File: config.mk
export PLATFORM = sky130hd
export DESIGN_NAME = json_string_unescape_utf8
export DESIGN_NICKNAME = d
export VERILOG_FILES = /design/src/rtl/core/jsu_pkg.sv /design/src/rtl/core/jsu_front.sv /design/src/rtl/core/jsu_fifo.sv /design/src/rtl/core/jsu_back.sv /design/src/rtl/core/json_string_unescape_utf8.sv
export SDC_FILE = /design/constraint.sdc
export NUM_CORES = 1
export LEC_CHECK = 0
export ABC_AREA = 0
export BUFFER_PORTS_ARGS = -buffer_cell sky130_fd_sc_hd__buf_2
export CAP_MARGIN = 20
export CORE_UTILIZATION = 50
export DETAILED_ROUTE_END_ITERATION = 16
export HOLD_SLACK_MARGIN = 0.12
export PLACE_DENSITY_LB_ADDON = 0.15
export SYNTH_ARGS = -nofsm -noshare
export SYNTH_HDL_FRONTEND = slang
export SYNTH_SLANG_ARGS = --single-unit
File: constraint.sdc
create_clock -name clk_i -period 9 [get_ports clk_i]
set_input_delay 1.8 -clock clk_i [delete_from_list [all_inputs] [get_ports clk_i]]
set_output_delay 1.8 -clock clk_i [all_outputs]
set_load 0.01 [all_outputs]
File: src/rtl/core/jsu_pkg.sv
// jsu_pkg: types, codes and helpers for the json string unescape block
// no dependencies; used by every module under rtl/core
`timescale 1ns / 1ps
`default_nettype none

package jsu_pkg;

  localparam int unsigned JsuFifoDepth = 4;

  typedef enum logic [3:0] {
    PH_IDLE    = 4'd0,
    PH_STR     = 4'd1,
    PH_ESC     = 4'd2,
    PH_HEX1    = 4'd3,
    PH_WANT_BS = 4'd4,
    PH_WANT_U  = 4'd5,
    PH_HEX2    = 4'd6
  } phase_e;

  typedef enum logic [1:0] {
    KIND_BYTE  = 2'd0,
    KIND_CLOSE = 2'd1,
    KIND_ERR   = 2'd2
  } kind_e;

  typedef enum logic [3:0] {
    ERR_NONE       = 4'd0,
    ERR_NO_OPEN    = 4'd1,
    ERR_CONTROL    = 4'd2,
    ERR_BAD_ESC    = 4'd3,
    ERR_BAD_HEX    = 4'd4,
    ERR_HI_UNPAIR  = 4'd5,
    ERR_NOT_LOW    = 4'd6,
    ERR_LONE_LOW   = 4'd7,
    ERR_ENDED      = 4'd8
  } err_e;

  // what the back end has to do with one queue entry
  typedef enum logic [1:0] {
    ENT_BYTE  = 2'd0,
    ENT_CP    = 2'd1,
    ENT_CLOSE = 2'd2,
    ENT_ERR   = 2'd3
  } ent_e;

  typedef struct packed {
    logic [7:0] in_byte;
    logic       end_of_input;
    logic       restart;
  } in_t;

  typedef struct packed {
    logic [7:0] out_byte;
    kind_e      kind;
    err_e       error_code;
    logic       last;
  } out_t;

  typedef struct packed {
    ent_e        op;
    err_e        code;
    logic [20:0] cp;
  } ent_t;

  localparam logic [7:0] ChQuote  = 8'h22;
  localparam logic [7:0] ChBslash = 8'h5c;
  localparam logic [7:0] ChSlash  = 8'h2f;
  localparam logic [7:0] ChU      = 8'h75;

  // bit 4 set when the byte is a hex digit, low nibble is its value
  function automatic logic [4:0] hex_val(input logic [7:0] b);
    logic [4:0] r;
    r = 5'd0;
    if (b >= 8'h30 && b <= 8'h39) begin
      r = {1'b1, b[3:0]};
    end else if ((b >= 8'h61 && b <= 8'h66) || (b >= 8'h41 && b <= 8'h46)) begin
      r = {1'b1, b[3:0] + 4'd9};
    end
    return r;
  endfunction

endpackage

`default_nettype wire

File: src/rtl/core/jsu_front.sv
// jsu_front: string state machine, one input word per cycle while accept_i is high, one queue entry at most
// depends on jsu_pkg
`timescale 1ns / 1ps
`default_nettype none

module jsu_front (
  input  wire logic         clk_i,
  input  wire logic         rst_ni,
  input  wire logic         accept_i,
  input  wire jsu_pkg::in_t in_i,
  output jsu_pkg::ent_t     ent_o,
  output logic              ent_valid_o
);

  jsu_pkg::phase_e phase_q, phase_d, phase_c;
  logic [1:0]  hex_cnt_q, hex_cnt_d, hex_cnt_c;
  logic [15:0] first_q, first_d, first_c;
  logic [15:0] acc_q, acc_d, acc_c;
  logic [15:0] acc_new;
  logic [4:0]  hd;
  logic [7:0]  b;
  logic [9:0]  hi_off;

  always_ff @(posedge clk_i or negedge rst_ni) begin
    if (!rst_ni) begin
      phase_q   <= jsu_pkg::PH_IDLE;
      hex_cnt_q <= 2'd0;
      first_q   <= 16'd0;
      acc_q     <= 16'd0;
    end else begin
      phase_q   <= phase_d;
      hex_cnt_q <= hex_cnt_d;
      first_q   <= first_d;
      acc_q     <= acc_d;
    end
  end

  assign b       = in_i.in_byte;
  assign hd      = jsu_pkg::hex_val(b);
  assign acc_new = {acc_c[11:0], hd[3:0]};
  assign hi_off  = (first_c < 16'hd800) ? 10'd0 : first_c[9:0];

  always_comb begin
    phase_c   = in_i.restart ? jsu_pkg::PH_IDLE : phase_q;
    hex_cnt_c = in_i.restart ? 2'd0 : hex_cnt_q;
    first_c   = in_i.restart ? 16'd0 : first_q;
    acc_c     = in_i.restart ? 16'd0 : acc_q;
    phase_d     = phase_q;
    hex_cnt_d   = hex_cnt_q;
    first_d     = first_q;
    acc_d       = acc_q;
    ent_valid_o = 1'b0;
    ent_o.op    = jsu_pkg::ENT_BYTE;
    ent_o.code  = jsu_pkg::ERR_NONE;
    ent_o.cp    = 21'd0;
    if (accept_i) begin
      phase_d   = phase_c;
      hex_cnt_d = hex_cnt_c;
      first_d   = first_c;
      acc_d     = acc_c;
      if (in_i.end_of_input) begin
        ent_valid_o = 1'b1;
        ent_o.op    = jsu_pkg::ENT_ERR;
        ent_o.code  = (phase_c == jsu_pkg::PH_IDLE) ? jsu_pkg::ERR_NO_OPEN
                                                    : jsu_pkg::ERR_ENDED;
      end else begin
        case (phase_c)
          jsu_pkg::PH_IDLE: begin
            if (b == jsu_pkg::ChQuote) begin
              phase_d = jsu_pkg::PH_STR;
            end else if (!(b == 8'h20 || (b >= 8'h09 && b <= 8'h0d))) begin
              ent_valid_o = 1'b1;
              ent_o.op    = jsu_pkg::ENT_ERR;
              ent_o.code  = jsu_pkg::ERR_NO_OPEN;
            end
          end
          jsu_pkg::PH_STR: begin
            if (b == jsu_pkg::ChQuote) begin
              ent_valid_o = 1'b1;
              ent_o.op    = jsu_pkg::ENT_CLOSE;
              phase_d     = jsu_pkg::PH_IDLE;
            end else if (b == jsu_pkg::ChBslash) begin
              phase_d = jsu_pkg::PH_ESC;
            end else if (b < 8'h20) begin
              ent_valid_o = 1'b1;
              ent_o.op    = jsu_pkg::ENT_ERR;
              ent_o.code  = jsu_pkg::ERR_CONTROL;
            end else begin
              ent_valid_o = 1'b1;
              ent_o.cp    = {13'd0, b};
            end
          end
          jsu_pkg::PH_ESC: begin
            phase_d     = jsu_pkg::PH_STR;
            ent_valid_o = 1'b1;
            case (b)
              jsu_pkg::ChQuote, jsu_pkg::ChBslash, jsu_pkg::ChSlash: ent_o.cp = {13'd0, b};
              8'h62: ent_o.cp = 21'h08;
              8'h66: ent_o.cp = 21'h0c;
              8'h6e: ent_o.cp = 21'h0a;
              8'h72: ent_o.cp = 21'h0d;
              8'h74: ent_o.cp = 21'h09;
              jsu_pkg::ChU: begin
                ent_valid_o = 1'b0;
                phase_d     = jsu_pkg::PH_HEX1;
                hex_cnt_d   = 2'd0;
                acc_d       = 16'd0;
              end
              default: begin
                ent_o.op   = jsu_pkg::ENT_ERR;
                ent_o.code = jsu_pkg::ERR_BAD_ESC;
              end
            endcase
          end
          jsu_pkg::PH_HEX1, jsu_pkg::PH_HEX2: begin
            if (!hd[4]) begin
              ent_valid_o = 1'b1;
              ent_o.op    = jsu_pkg::ENT_ERR;
              ent_o.code  = jsu_pkg::ERR_BAD_HEX;
            end else if (hex_cnt_c != 2'd3) begin
              hex_cnt_d = hex_cnt_c + 2'd1;
              acc_d     = acc_new;
            end else begin
              hex_cnt_d = 2'd0;
              acc_d     = 16'd0;
              if (phase_c == jsu_pkg::PH_HEX1) begin
                if (acc_new >= 16'hd800 && acc_new <= 16'hdbff) begin
                  first_d = acc_new;
                  phase_d = jsu_pkg::PH_WANT_BS;
                end else if (acc_new >= 16'hdc00 && acc_new <= 16'hdfff) begin
                  ent_valid_o = 1'b1;
                  ent_o.op    = jsu_pkg::ENT_ERR;
                  ent_o.code  = jsu_pkg::ERR_LONE_LOW;
                end else begin
                  ent_valid_o = 1'b1;
                  ent_o.op    = jsu_pkg::ENT_CP;
                  ent_o.cp    = {5'd0, acc_new};
                  phase_d     = jsu_pkg::PH_STR;
                end
              end else begin
                if (acc_new < 16'hdc00 || acc_new > 16'hdfff) begin
                  ent_valid_o = 1'b1;
                  ent_o.op    = jsu_pkg::ENT_ERR;
                  ent_o.code  = jsu_pkg::ERR_NOT_LOW;
                end else begin
                  ent_valid_o = 1'b1;
                  ent_o.op    = jsu_pkg::ENT_CP;
                  ent_o.cp    = 21'h10000 + {1'b0, hi_off, acc_new[9:0]};
                  phase_d     = jsu_pkg::PH_STR;
                  first_d     = 16'd0;
                end
              end
            end
          end
          jsu_pkg::PH_WANT_BS: begin
            if (b == jsu_pkg::ChBslash) begin
              phase_d = jsu_pkg::PH_WANT_U;
            end else begin
              ent_valid_o = 1'b1;
              ent_o.op    = jsu_pkg::ENT_ERR;
              ent_o.code  = jsu_pkg::ERR_HI_UNPAIR;
            end
          end
          jsu_pkg::PH_WANT_U: begin
            if (b == jsu_pkg::ChU) begin
              phase_d   = jsu_pkg::PH_HEX2;
              hex_cnt_d = 2'd0;
              acc_d     = 16'd0;
            end else begin
              ent_valid_o = 1'b1;
              ent_o.op    = jsu_pkg::ENT_ERR;
              ent_o.code  = jsu_pkg::ERR_HI_UNPAIR;
            end
          end
          default: begin
            phase_d   = jsu_pkg::PH_IDLE;
            hex_cnt_d = 2'd0;
            first_d   = 16'd0;
            acc_d     = 16'd0;
          end
        endcase
      end
      // any error sends the machine home with cleared scratch state
      if (ent_valid_o && ent_o.op == jsu_pkg::ENT_ERR) begin
        phase_d   = jsu_pkg::PH_IDLE;
        hex_cnt_d = 2'd0;
        first_d   = 16'd0;
        acc_d     = 16'd0;
      end
    end
  end

endmodule

`default_nettype wire

File: src/rtl/core/jsu_fifo.sv
// jsu_fifo: small register queue of decoded entries between front and back
// depends on jsu_pkg
`timescale 1ns / 1ps
`default_nettype none

module jsu_fifo #(
  parameter int unsigned Depth = jsu_pkg::JsuFifoDepth
) (
  input  wire logic          clk_i,
  input  wire logic          rst_ni,
  input  wire logic          wr_i,
  input  wire jsu_pkg::ent_t wdata_i,
  input  wire logic          rd_i,
  output jsu_pkg::ent_t      rdata_o,
  output logic               full_o,
  output logic               valid_o
);

  localparam int unsigned PtrW = (Depth > 1) ? $clog2(Depth) : 1;
  localparam int unsigned CntW = $clog2(Depth + 1);
  localparam logic [PtrW-1:0] PtrLast = PtrW'(Depth - 1);
  localparam logic [CntW-1:0] CntFull = CntW'(Depth);

  jsu_pkg::ent_t mem_q [Depth];
  logic [PtrW-1:0] wptr_q, rptr_q;
  logic [CntW-1:0] cnt_q;

  assign full_o  = (cnt_q == CntFull);
  assign valid_o = (cnt_q != '0);
  assign rdata_o = mem_q[rptr_q];

  always_ff @(posedge clk_i) begin
    if (wr_i) begin
      mem_q[wptr_q] <= wdata_i;
    end
  end

  always_ff @(posedge clk_i or negedge rst_ni) begin
    if (!rst_ni) begin
      wptr_q <= '0;
      rptr_q <= '0;
      cnt_q  <= '0;
    end else begin
      if (wr_i) begin
        wptr_q <= (wptr_q == PtrLast) ? '0 : wptr_q + 1'b1;
      end
      if (rd_i) begin
        rptr_q <= (rptr_q == PtrLast) ? '0 : rptr_q + 1'b1;
      end
      if (wr_i && !rd_i) begin
        cnt_q <= cnt_q + 1'b1;
      end else if (rd_i && !wr_i) begin
        cnt_q <= cnt_q - 1'b1;
      end
    end
  end

endmodule

`default_nettype wire

File: src/rtl/core/jsu_back.sv
// jsu_back: expands queue entries into result words, utf-8 encoding included
// depends on jsu_pkg
`timescale 1ns / 1ps
`default_nettype none

module jsu_back (
  input  wire logic          clk_i,
  input  wire logic          rst_ni,
  input  wire jsu_pkg::ent_t ent_i,
  input  wire logic          ent_valid_i,
  output logic               ent_pop_o,
  input  wire logic          pop,
  output logic               empty,
  output jsu_pkg::out_t      out_o
);

  logic [1:0] idx_q;
  logic [1:0] nlast;
  logic [7:0] byte_sel;
  logic       load, take, is_last;
  logic       ovalid_q;
  jsu_pkg::out_t out_q, word;
  logic [20:0] cp;

  assign cp = ent_i.cp;

  always_comb begin
    nlast    = 2'd0;
    byte_sel = 8'd0;
    case (ent_i.op)
      jsu_pkg::ENT_BYTE: byte_sel = cp[7:0];
      jsu_pkg::ENT_CP: begin
        if (cp <= 21'h7f) begin
          byte_sel = cp[7:0];
        end else if (cp <= 21'h7ff) begin
          nlast    = 2'd1;
          byte_sel = (idx_q == 2'd0) ? {3'b110, cp[10:6]} : {2'b10, cp[5:0]};
        end else if (cp <= 21'hffff) begin
          nlast = 2'd2;
          case (idx_q)
            2'd0:    byte_sel = {4'he, cp[15:12]};
            2'd1:    byte_sel = {2'b10, cp[11:6]};
            default: byte_sel = {2'b10, cp[5:0]};
          endcase
        end else begin
          nlast = 2'd3;
          case (idx_q)
            2'd0:    byte_sel = {5'b11110, cp[20:18]};
            2'd1:    byte_sel = {2'b10, cp[17:12]};
            2'd2:    byte_sel = {2'b10, cp[11:6]};
            default: byte_sel = {2'b10, cp[5:0]};
          endcase
        end
      end
      default: byte_sel = 8'd0;
    endcase
  end

  always_comb begin
    word.out_byte   = byte_sel;
    word.error_code = jsu_pkg::ERR_NONE;
    word.last       = is_last;
    case (ent_i.op)
      jsu_pkg::ENT_CLOSE: word.kind = jsu_pkg::KIND_CLOSE;
      jsu_pkg::ENT_ERR: begin
        word.kind       = jsu_pkg::KIND_ERR;
        word.error_code = ent_i.code;
      end
      default: word.kind = jsu_pkg::KIND_BYTE;
    endcase
  end

  assign is_last   = (idx_q == nlast);
  assign load      = !ovalid_q || pop;
  assign take      = load && ent_valid_i;
  assign ent_pop_o = take && is_last;
  assign empty     = !ovalid_q;
  assign out_o     = out_q;

  always_ff @(posedge clk_i) begin
    if (take) begin
      out_q <= word;
    end
  end

  always_ff @(posedge clk_i or negedge rst_ni) begin
    if (!rst_ni) begin
      ovalid_q <= 1'b0;
      idx_q    <= 2'd0;
    end else begin
      if (take) begin
        ovalid_q <= 1'b1;
        idx_q    <= is_last ? 2'd0 : idx_q + 2'd1;
      end else if (pop) begin
        ovalid_q <= 1'b0;
      end
    end
  end

endmodule

`default_nettype wire

File: src/rtl/core/json_string_unescape_utf8.sv
// json_string_unescape_utf8: top level, front decoder, entry queue and result back end
// depends on jsu_pkg, jsu_front, jsu_fifo, jsu_back
//
//   channel   handshake        payload
//   input     push / full      in_i  (in_byte, end_of_input, restart)
//   result    empty / pop      out_o (out_byte, kind, error_code, last)
//
// the front takes one input word per cycle while the entry queue has room
// a code point of n utf-8 bytes leaves as n result words from the back end, one per cycle while pop keeps up
// results pass through the entry queue and then the result register before they appear
// full rises only when the entry queue holds FifoDepth entries; a stalled pop backs it up
// reset clears the decoder state, the queue pointers and count, and the result valid flag at once
`timescale 1ns / 1ps
`default_nettype none

module json_string_unescape_utf8 #(
  parameter int unsigned FifoDepth = jsu_pkg::JsuFifoDepth
) (
  input  wire logic         clk_i,
  input  wire logic         rst_ni,
  input  wire logic         push,
  output logic              full,
  input  wire jsu_pkg::in_t in_i,
  output logic              empty,
  input  wire logic         pop,
  output jsu_pkg::out_t     out_o
);

  jsu_pkg::ent_t ent_w, ent_r;
  logic ent_wr, ent_rd, ent_valid, q_full, accept;

  assign full   = q_full;
  assign accept = push && !q_full;

  jsu_front u_front (
    .clk_i       (clk_i),
    .rst_ni      (rst_ni),
    .accept_i    (accept),
    .in_i        (in_i),
    .ent_o       (ent_w),
    .ent_valid_o (ent_wr)
  );

  jsu_fifo #(
    .Depth (FifoDepth)
  ) u_fifo (
    .clk_i   (clk_i),
    .rst_ni  (rst_ni),
    .wr_i    (ent_wr),
    .wdata_i (ent_w),
    .rd_i    (ent_rd),
    .rdata_o (ent_r),
    .full_o  (q_full),
    .valid_o (ent_valid)
  );

  jsu_back u_back (
    .clk_i       (clk_i),
    .rst_ni      (rst_ni),
    .ent_i       (ent_r),
    .ent_valid_i (ent_valid),
    .ent_pop_o   (ent_rd),
    .pop         (pop),
    .empty       (empty),
    .out_o       (out_o)
  );

endmodule

`default_nettype wire

==> impl_metrics.json <==
{
  "status": "finished clean",
  "cts_resized": 0,
  "cp_top_family": "simple AND/OR/NAND/NOR gates",
  "p_per_area_nw_per_um2": 283,
  "core_area_um2": 16100,
  "sequentialPowerShare_pct": 42.0,
  "layout_min_cycle_time_ps": 4860,
  "fin_setup_tns_ps": 0,
  "ys_seq_area_share_pct": 57.3,
  "max_slew_margin_pct": 29.3,
  "drtIter0Drc": 411,
  "hold_class": "reg2reg",
  "critPathMaxStageDelay_ps": 810,
  "sw_frac_of_total_pct": 34.1,
  "vias": 5670,
  "synth_area_leaders": "edfxtp_1 44%, dfrtp_1 13%, mux4_2 7.0%",
  "synth_common_cells": "123 x edfxtp_1, 43 x dfrtp_1, 43 x nand2_1, 43 x nor2_1, 35 x inv_1",
  "wirelength_um": 18900,
  "synth_fp_nets": 696,
  "grt_use_total_pct": 24.2,
  "p_clk_share_pct": 25.6,
  "antenna_cells": 0,
  "cts_sinks": 166,
  "yosysTopAreaCell": "edfxtp_1",
  "finalHoldViolCount": 0,
  "yosys_warnings": 0,
  "crit_arrival_ps": 5170,
  "cp_slowest_cell": "nor4_1",
  "htree_levels": 4,
  "post_cts_buffers": 0,
  "worstSetupPathType": "in2reg",
  "nets": 721,
  "fin_crit_sh_pct": 54.0,
  "cts-root-buf": "clkbuf_16",
  "yosysMostFrequentCell": "edfxtp_1",
  "io_buffers": 30,
  "syn_avg_cell_area_um2": 12.6,
  "fp.dieW_um": 131,
  "die_h_um": 131,
  "dr.pass1.iters": 5,
  "pin_count": 31,
  "post-route-util_pct": 57.4,
  "synth_adder_area_share_pct": 2.94,
  "drv_slew": 0,
  "cp-start-kind": "primary input",
  "clk_pin_slew_ps": 60,
  "grt_max_degree": 44,
  "wire_per_inst_um": 20.6,
  "rsz0062_at_grt": "false",
  "synthToLayoutAreaGrowth_pct": 10.7,
  "cts_tree": "yes",
  "max_freq_mhz": 206,
  "synth.distinct_cells": 79,
  "overflow": 0,
  "peakVddDrop_uv": 166,
  "first_global_vias": 5638,
  "yosys.area_share.simple_pct": 12.9,
  "p_sw_mw": 0.890,
  "drc_errors": 0,
  "clock_path_buffers": 2,
  "synth_edf_count": 123,
  "antenna_left": 0,
  "cts_buffers": 17,
  "synth_top_cell_area_share_pct": 44.4,
  "fp.dieArea_um2": 17200,
  "power.share.combinational_pct": 32.4,
  "async_flop_share_pct": 25.9,
  "synth_top_family_by_area": "compound AO/OA/AOI/OAI gates",
  "netlist_instances": 663,
  "power.internal_mw": 1.72,
  "worstPathMaxFanout": 15,
  "ctsHoldBuffers": 0,
  "synth_area_um2": 8330,
  "synth_xor_area_share_pct": 1.05,
  "p_leak_nw": 3.36,
  "vias_per_cell": 6.18,
  "num-fill-cells": 1364,
  "path_cells": "buf_2 -> or3b_1 -> nor4_1 -> nor2_1 -> a21oi_1 -> o21ai_1 -> o21a_1 -> ha_1 -> inv_1 -> fa_1 -> mux2_2",
  "routabilityCongestion": 0.909,
  "worst_slew_pin_slew_ps": 1060,
  "synth_seq_cells": 166,
  "cap_violations": 0,
  "drive_above_1_share_pct": 17.0,
  "fin_skew_ps": 9.05,
  "synth_flop_cell": "edfxtp_1",
  "endpoint_kind": "flop",
  "required_ps": 9310,
  "rows": 46,
  "crit_buf_inv": 2,
  "finalSetupViolCount": 0,
  "dpl.hpwl_um": 13300,
  "synth_mux_area_share_pct": 8.20,
  "initial_utilization_pct": 51.9,
  "grt_pass1_wl_um": 30600,
  "antenna_found_initial": 0,
  "synth_compound_area_share_pct": 14.3,
  "insertion_delay_ps": 430
}
-- path summary, 6_finish.rpt --
check / endpoint / cells after the start / slack [ps] / from
setup / recovery: u_fifo.cnt_q[1]$_DFFE_PN0P_ / 11 / 4140 / in_i[5]
hold / removal: u_front.hex_cnt_q[0]$_DFFE_PN0P_ / 2 / 490 / u_front.hex_cnt_q[0]$_DFFE_PN0P_
setup reg to reg: u_fifo.cnt_q[1]$_DFFE_PN0P_ / 10 / 4530 / u_fifo.rptr_q[0]$_DFFE_PN0P_
min in group asynchronous: u_front.phase_q[3]$_DFFE_PN0P_ / 1 / 1260 / rst_ni
hold reg to reg: u_front.hex_cnt_q[0]$_DFFE_PN0P_ / 2 / 490 / u_front.hex_cnt_q[0]$_DFFE_PN0P_
max in group asynchronous: u_fifo.rptr_q[0]$_DFFE_PN0P_ / 2 / 7240 / rst_ni
-- power groups by stage --
stage,clock network [mW],registers (mW),logic (mW)
finish,0.668,1.10,0.846
global route,0.712,1.12,0.930
CTS,0.683,1.10,0.846
detailed placement,0,1.12,0.844
global placement,0,1.11,0.835
floorplan,0,1.08,0.637
-- per-layer routing --
| layer | GRT usage (%) | wire length (um) |
|---|---|---|
| met2 | 39.0 | 9270 |
| met3 | 4.38 | 838 |
| met5 | 0 | 0 |
| met4 | 9.47 | 409 |
| met1 | 32.7 | 8420 |
-- flip-flops by register name (all words and copies together), names as in the netlist --
name,cells
u_front.acc_q,12
u_back.ovalid_q,1
u_fifo.wptr_q,2
u_fifo.cnt_q,3
u_front.phase_q,4
u_fifo.rptr_q,2
u_fifo.mem_q,108
u_back.idx_q,2
u_back.out_o,15
u_front.hex_cnt_q,2
u_front.first_q,15
-- worst reg2reg max path: stages (launching register included) --
cell	delay, ps
dfrtp_2	990
mux4_2	740
or4_1	700
or3_1	380
a211o_1	310
nand2_2	90
nand2_2	110
ha_1	280
inv_1	100
fa_1	390
mux2_2	280
-- cell families (layout without fill, tap and decap cells) --
| kind of cell | count (synthesis) | in the layout |
|---|---|---|
| adders and majority gates | 19 | 19 |
| buffers and inverters | 66 | 104 |
| and+or+nand+nor | 202 | 202 |
| AOI/OAI and AO/OA | 165 | 165 |
| DFF | 166 | 166 |
| xor gates and xnor gates | 10 | 10 |
| muxes | 35 | 35 |
-- area by class of cell --
cell class	count	area, um2	area share, %
clock buffers	18	429	4.66
clock inverters	14	118	1.28
inverters	35	131	1.43
multi-input cells	431	3280	35.6
flip-flops and latches	166	4770	51.8
well taps	216	270	2.93
repair buffers	37	215	2.34
-- cells in the final DEF (no fill, tap or decap), types with 6 or more instances in the layout --
master,n
a211oi_1,7
a21oi_1,29
a221oi_1,6
a22o_1,12
and2_1,8
and3_1,9
buf_2,30
buf_4,6
clkbuf_16,17
dfrtp_1,42
edfxtp_1,123
ha_1,18
inv_1,35
inv_6,6
mux4_2,26
nand2_1,43
nand2b_1,11
nand3_1,11
nor2_1,43
nor2b_1,10
nor3_1,17
nor3b_1,7
nor4_1,8
o21ai_0,22
o21ai_1,13
o21ai_2,6
o31ai_1,6
or3_1,6
xnor2_1,7
-- metrics by stage --
stage          cell area (um2)  power, mW  setup WS (ps)  hold slack [ps]  cells
4_1_cts                   9200       2.63           4180              497    916
3_3_place_gp              8650       1.94           3830              469    884
5_1_grt                   9220       2.76           3830              529    917
2_1_floorplan             8330       1.72           4290              448    663
6_report                  9220       2.61           4140              489    917
3_5_place_dp              8650       1.96           3730              483    884
(Power assumes the default switching activity.)
